## config.mk

```make
export PLATFORM = sky130hd
export DESIGN_NAME = sorted_priority_queue_top
export DESIGN_NICKNAME = d
export VERILOG_FILES = /design/src/hdl/spq_pkg.sv /design/src/hdl/spq_cell.sv /design/src/hdl/sorted_priority_queue_top.sv
export VERILOG_INCLUDE_DIRS = /design/src /design/src/hdl
export SDC_FILE = /design/constraint.sdc
export NUM_CORES = 2
export LEC_CHECK = 0
export ABC_AREA = 1
export BUFFER_PORTS_ARGS = -buffer_cell sky130_fd_sc_hd__buf_2
export CORE_UTILIZATION = 50
export DETAILED_ROUTE_END_ITERATION = 8
export GPL_TIMING_DRIVEN = 0
export PLACE_DENSITY = 0.64
export RECOVER_POWER = 25
export SKIP_CTS_REPAIR_TIMING = 1
export SYNTH_ARGS = -nofsm -noshare
export SYNTH_HDL_FRONTEND = slang
export SYNTH_SLANG_ARGS = --single-unit
```

## constraint.sdc

```tcl
create_clock -name clk_i -period 8.4 [get_ports clk_i]
set_input_delay 0.42 -clock clk_i [delete_from_list [all_inputs] [get_ports clk_i]]
set_output_delay 0.42 -clock clk_i [all_outputs]
set_load 0.02 [all_outputs]
```

## src/hdl/sorted_priority_queue_top_macros.svh

```systemverilog
// Assertion macros for the sorted priority queue.
`ifndef SORTED_PRIORITY_QUEUE_TOP_MACROS_SVH
`define SORTED_PRIORITY_QUEUE_TOP_MACROS_SVH

// Plain property under clk_i, disabled in reset.
`define SPQ_ASSERT(lbl, prop, msg) \
  lbl: assert property (@(posedge clk_i) disable iff (!rst_ni) (prop)) else $error(msg);

// Same-cycle implication.
`define SPQ_ASSERT_IMP(lbl, ante, cons, msg) \
  lbl: assert property (@(posedge clk_i) disable iff (!rst_ni) (ante) |-> (cons)) \
    else $error(msg);

// Next-cycle implication.
`define SPQ_ASSERT_NXT(lbl, ante, cons, msg) \
  lbl: assert property (@(posedge clk_i) disable iff (!rst_ni) (ante) |=> (cons)) \
    else $error(msg);

`endif

```

## src/hdl/spq_pkg.sv

```systemverilog
// Package with types and constants of the sorted priority queue.
`default_nettype none
package spq_pkg;

  localparam int unsigned DEPTH = 16;
  localparam int unsigned CntW  = $clog2(DEPTH + 1);
  localparam int unsigned OccW  = 5;

  typedef enum logic {
    CMD_INSERT  = 1'b0,
    CMD_EXTRACT = 1'b1
  } cmd_e;

  typedef enum logic [1:0] {
    ST_OK    = 2'd0,
    ST_EMPTY = 2'd1,
    ST_FULL  = 2'd2
  } status_e;

  typedef enum logic [1:0] {
    OP_HOLD,
    OP_INSERT,
    OP_EXTRACT
  } op_e;

  typedef struct packed {
    logic [31:0] value;
    logic [31:0] prio;
  } entry_t;

  typedef struct packed {
    op_e    op;
    entry_t new_entry;
  } cell_ctl_t;

endpackage
`default_nettype wire

```

## src/hdl/spq_cell.sv

```systemverilog
// One slot of the sorted shift chain: holds an entry, shifts left or right.
`default_nettype none
module spq_cell (
  input  logic               clk_i,
  input  spq_pkg::cell_ctl_t ctl_i,
  input  spq_pkg::entry_t    left_i,
  input  logic               left_gt_i,
  input  spq_pkg::entry_t    right_i,
  input  logic               occ_i,
  output spq_pkg::entry_t    entry_o,
  output logic               gt_o
);
  import spq_pkg::*;

  entry_t entry_q, entry_d;

  assign gt_o    = occ_i && ($signed(entry_q.prio) > $signed(ctl_i.new_entry.prio));
  assign entry_o = entry_q;

  always_comb begin
    entry_d = entry_q;
    case (ctl_i.op)
      OP_INSERT: begin
        if (left_gt_i) begin
          entry_d = left_i;
        end else if (gt_o || !occ_i) begin
          entry_d = ctl_i.new_entry;
        end
      end
      OP_EXTRACT: entry_d = right_i;
      default:    entry_d = entry_q;
    endcase
  end

  always_ff @(posedge clk_i) begin
    entry_q <= entry_d;
  end

endmodule
`default_nettype wire

```

## src/hdl/sorted_priority_queue_top.sv

```systemverilog
// Top level of the sorted priority queue: cell chain, count and result register.
//
//   beat      direction  handshake                fields
//   command   in         in_valid_i / in_stall_o  cmd_i, item_value_i, item_priority_i
//   result    out        out_valid_o / out_stall_i out_value_o, status_o, occupancy_o
//
// One command per cycle while in_stall_o is low; its result is registered and shows in the next cycle.
// All cells compare against the new priority and shift in the same cycle.
// Reset clears the entry count and the result valid; slot contents are not cleared.
// in_stall_o is high only while a result waits and out_stall_i is high.
`default_nettype none
`include "sorted_priority_queue_top_macros.svh"
module sorted_priority_queue_top (
  input  logic                     clk_i,
  input  logic                     rst_ni,
  input  logic                     in_valid_i,
  output logic                     in_stall_o,
  input  logic                     cmd_i,
  input  logic signed [31:0]       item_value_i,
  input  logic signed [31:0]       item_priority_i,
  output logic                     out_valid_o,
  input  logic                     out_stall_i,
  output logic signed [31:0]       out_value_o,
  output spq_pkg::status_e         status_o,
  output logic [spq_pkg::OccW-1:0] occupancy_o
);
  import spq_pkg::*;

  logic            in_acc;
  logic            full, empty;
  logic [CntW-1:0] count_q, count_d;
  cell_ctl_t       ctl;
  status_e         status_d;
  logic [31:0]     value_d;
  entry_t          ent [DEPTH];
  logic            gt  [DEPTH];
  logic            occ [DEPTH];

  logic            out_valid_q;
  logic [31:0]     out_value_q;
  status_e         status_q;
  logic [OccW-1:0] occ_q;

  assign in_stall_o = out_valid_q && out_stall_i;
  assign in_acc     = in_valid_i && !in_stall_o;
  assign full       = (count_q == CntW'(DEPTH));
  assign empty      = (count_q == '0);

  always_comb begin
    ctl.op              = OP_HOLD;
    ctl.new_entry.value = item_value_i;
    ctl.new_entry.prio  = item_priority_i;
    status_d            = ST_OK;
    count_d             = count_q;
    if (in_acc) begin
      if (cmd_e'(cmd_i) == CMD_INSERT) begin
        if (full) begin
          status_d = ST_FULL;
        end else begin
          ctl.op  = OP_INSERT;
          count_d = count_q + CntW'(1);
        end
      end else begin
        if (empty) begin
          status_d = ST_EMPTY;
        end else begin
          ctl.op  = OP_EXTRACT;
          count_d = count_q - CntW'(1);
        end
      end
    end
    value_d = (ctl.op == OP_EXTRACT) ? ent[0].value : 32'd0;
  end

  for (genvar i = 0; i < DEPTH; i++) begin : g_cell
    assign occ[i] = (CntW'(i) < count_q);
    spq_cell u_cell (
      .clk_i     (clk_i),
      .ctl_i     (ctl),
      .left_i    ((i == 0) ? ctl.new_entry : ent[(i == 0) ? 0 : i - 1]),
      .left_gt_i ((i == 0) ? 1'b0 : gt[(i == 0) ? 0 : i - 1]),
      .right_i   ((i == DEPTH - 1) ? ent[i] : ent[(i == DEPTH - 1) ? i : i + 1]),
      .occ_i     (occ[i]),
      .entry_o   (ent[i]),
      .gt_o      (gt[i])
    );
  end

  always_ff @(posedge clk_i or negedge rst_ni) begin
    if (!rst_ni) begin
      count_q     <= '0;
      out_valid_q <= 1'b0;
    end else begin
      count_q <= count_d;
      if (in_acc) begin
        out_valid_q <= 1'b1;
      end else if (!out_stall_i) begin
        out_valid_q <= 1'b0;
      end
    end
  end

  always_ff @(posedge clk_i) begin
    if (in_acc) begin
      out_value_q <= value_d;
      status_q    <= status_d;
      occ_q       <= OccW'(count_d);
    end
  end

  assign out_valid_o = out_valid_q;
  assign out_value_o = $signed(out_value_q);
  assign status_o    = status_q;
  assign occupancy_o = occ_q;

  `SPQ_ASSERT(a_count_bound, count_q <= CntW'(DEPTH), "entry count above depth")
  `SPQ_ASSERT_IMP(a_head_sorted, count_q >= CntW'(2),
                  !($signed(ent[0].prio) > $signed(ent[1].prio)), "head pair out of order")
  `SPQ_ASSERT_NXT(a_empty_flag, in_acc && cmd_i && empty,
                  status_o == ST_EMPTY && count_q == '0, "extract from empty not flagged")
  `SPQ_ASSERT_NXT(a_insert_count, in_acc && !cmd_i && !full,
                  count_q == $past(count_q) + CntW'(1), "insert did not grow count")

endmodule
`default_nettype wire
```

==> results.sh <==
export IMPL_status="finished, violations left"
export IMPL_violations="negative hold slack, max-capacitance violations, max-slew violations"
export IMPL_comb_power_share_pct=42.9
export IMPL_io_pins=110
export IMPL_cp_required_ns=8.76
export IMPL_chipWidth_um=384
export IMPL_synth_seq_cells=1069
export IMPL_hold_class="in -> reg"
export IMPL_grt_max_degree=41
export IMPL_syn_to_final_growth_pct=10.4
export IMPL_drc=0
export IMPL_finalNonFillerCells=11800
export IMPL_register_area_um2=32100
export IMPL_cts_sinks=1069
export IMPL_tns_ns=0
export IMPL_dr_total_vias=64200
export IMPL_synth_cell_types=41
export IMPL_globalRouteOverflowTotal=0
export IMPL_min_from="item_priority_i[5]"
export IMPL_syn_area_um2=73000
export IMPL_whs_ns=-0.0246
export IMPL_regToRegSetupSlack_ns=2.26
export IMPL_finish_utilization_pct=55.9
export IMPL_setup_viol=0
export IMPL_synth_area_leaders="edfxtp_1 (44%), nand2_1 (18%), ha_1 (8.9%)"
export IMPL_async_reset_ff_share_pct=0.561
export IMPL_clkLatencyLatePin_ns=0.76
export IMPL_initial_utilization_pct=50.6
export IMPL_synthesis_instances=9524
export IMPL_path_buf_inv=7
export IMPL_critPathLaunchType="input port"
export IMPL_row_count=139
export IMPL_multi_input_area_um2=33200
export IMPL_via_per_inst=5.43
export IMPL_place_inst=11600
export IMPL_min_period_ns=6.49
export IMPL_gp_congestion=0.971
export IMPL_drt_pass1_iterations=9
export IMPL_root_buffer="clkbuf_16"
export IMPL_holdPathStages=3
export IMPL_post_synth_top_area_cell="edfxtp_1"
export IMPL_seq_area_frac_synth_pct=44.0
export IMPL_critPathMaxStageDelay_ns=1.30
export IMPL_worstReg2RegStart="count_q[1]"
export IMPL_dpl_hpwl_um=198000
export IMPL_cts_clk_slew_worst_paths_ns=0.06
export IMPL_cts_tree="done"
export IMPL_power_density_nw_per_um2=313
export IMPL_first_global_vias=61000
export IMPL_pwr_share_clk_pct=22.1
export IMPL_grtUsageTotal_pct=32.1
export IMPL_r2r_end="out_value_o[31]"
export IMPL_path_max_fanout=31
export IMPL_end_kind="flip-flop"
export IMPL_maxSlewViolCount=224
export IMPL_timing_fmax_mhz=154
export IMPL_swShare_pct=42.2
export IMPL_cp_arrival_ns=6.85
export IMPL_path_cells="dlygate4sd3_1 -> clkbuf_1 -> inv_1 -> clkbuf_1 -> ha_1 -> a21oi_1 -> a21oi_1 -> nor2_1 -> nand2_1 -> nand2_1 -> nand2_1 -> nand2_1 -> inv_1 -> nor2_1 -> clkbuf_1 -> nor2_1 -> a21oi_1 -> clkbuf_1"
export IMPL_clockBufferDepth=3
export IMPL_cp_slowest_cell="clkbuf_1"
export IMPL_peakVddDrop_v=0.000200
export IMPL_htreeDepth=4
export IMPL_relSlewSlack_pct=-31.5
export IMPL_synthesis_nets=10100
export IMPL_leakagePower_nw=38.9
export IMPL_fin_crit_sh_pct=77.3
export IMPL_critPathKind="in -> reg"
export IMPL_max_cap_viol_count=14
export IMPL_numPortBuffers=109
export IMPL_die_y_um=384
export IMPL_fillCellCount=13800
export IMPL_reg2reg_depth=14
export IMPL_synth_main_ff_cell="edfxtp_1"
export IMPL_layout_common_cells="nand2_1 (3442), inv_1 (1247), nand3_1 (1193)"
export IMPL_final_common_cell="nand2_1"
export IMPL_fp_coreArea_um2=144000
export IMPL_critPathTopFamily="buffers and inverters"
export IMPL_drtAntennaViolNets=0
export IMPL_fin_nets=10400
export IMPL_intPower_w=0.0146
export IMPL_ys_warn_count=0
export IMPL_synth_avg_cell_area_um2=7.66
export IMPL_routedWlPerCell_um=20.3
export IMPL_clock_skew_ns=0.0238
export IMPL_die_area_um2=147000
export IMPL_grt_pass1_wl_um=359000
export IMPL_routed_wl_um=239000
export IMPL_min_to="g_cell[15].u_cell.entry_o[5]"
export IMPL_synth_top_area_share_pct=43.8
export IMPL_drive_gt1_share_pct=5.77
export IMPL_p_sw_w=0.0106
export IMPL_seq_power_share_pct=35.0
export IMPL_tightest_slew_ns=1.97
export IMPL_hold_viol=1
export IMPL_drt_initial_drc_count=6397
export IMPL_synth_edff_count=1063
export IMPL_antenna_found_initial=7
export IMPL_numCtsBuffers=134
export IMPL_rsz0062_at_grt="no"
[cell usage after synthesis (9+ instances only)]
library cell,n
inv_1,1252
nand3_1,1193
a21o_1,22
nand4_1,710
buf_2,203
nor3_1,9
edfxtp_1,1063
buf_1,111
o21ai_0,173
nand2_1,3442
o21a_1,20
nor2_1,175
a21oi_1,239
clkbuf_1,281
buf_6,9
buf_4,48
inv_2,10
ha_1,517
[area by class of cell]
cell class	count	share of cell area (%)
diodes	3	0.00932
plain buffers	658	3.68
clock buffers	168	4.47
clock inverters	73	0.685
inverters	1265	5.89
multi-input cells	6532	41.2
flip-flops and latches	1069	39.8
well taps	1903	2.96
repair buffers	141	1.30
[through the flow]
step | power, W | worst slack, ns | hold slack (ns) | instance area (um^2)
global route | 0.0269 | 1.50 | 0.00635 | 80500
global placement | 0.0192 | -3.29 | 0.247 | 75900
detailed placement | 0.0196 | 3.18 | 0.258 | 76600
finish | 0.0252 | 1.91 | -0.0246 | 80500
CTS | 0.0251 | 3.25 | -0.541 | 80800
floorplan | 0.0162 | 0.601 | 0.124 | 73000
[sequential cells by signal, indices dropped and copies added (netlist names)]
| name | cells |
|---|---|
| count_q | 5 |
| g_cell.u_cell.entry_o | 1024 |
| occupancy_o | 5 |
| out_valid_o | 1 |
| out_value_o | 32 |
| status_o | 2 |
[per-layer routing]
| layer | vias to the layer above | part of all wire (%) | GRT usage, % |
|---|---|---|---|
| li1 | 32200 | - | - |
| met1 | 29100 | 45 | 45.5 |
| met2 | 2408 | 43 | 49.3 |
| met3 | 399 | 8.0 | 4.94 |
| met4 | 4 | 3.9 | 12.4 |
| met5 | - | 0.016 | 0 |
[worst min-delay path, cell delays in order]
cell and delay (ns):
buf_2 0.10, nand2_1 0.05, o21ai_0 0.06
[worst max-delay path by stage]
stage,from,endpoint,slack [ns],cells past startpoint
6_report,item_priority_i[11],g_cell[13].u_cell.entry_o[48],1.91,18
5_1_grt,item_priority_i[11],g_cell[13].u_cell.entry_o[47],1.50,18
4_1_cts,count_q[1],g_cell[8].u_cell.entry_o[3],3.25,15
3_5_place_dp,item_priority_i[31],g_cell[1].u_cell.entry_o[9],3.18,17
3_3_place_gp,out_stall_i,g_cell[0].u_cell.entry_o[9],-3.29,12
2_1_floorplan,out_valid_o,g_cell[0].u_cell.entry_o[0],0.60,11
[power groups by stage]
stage	Combinational, W	Sequential [W]	Clock, W
floorplan	0.00750	0.00871	0
global placement	0.0102	0.00897	0
detailed placement	0.0107	0.00888	0
CTS	0.0107	0.00878	0.00563
global route	0.0121	0.00895	0.00582
finish	0.0108	0.00883	0.00557
[cell families (layout without fill, tap and decap cells)]
kind of cell / Yosys count / in the layout / synth area share, %
xor gates and xnor gates: 5 / 5 / 0.0600
buffers and inverters: 1923 / 2305 / 10.6
AOI/OAI and AO/OA: 468 / 468 / 3.40
DFF: 1069 / 1069 / 44.0
other: 0 / 3 / 0
and+or+nand+nor: 5542 / 5542 / 33.1
adders and majority gates: 517 / 517 / 8.87
Power figures use the tool's default switching activity.
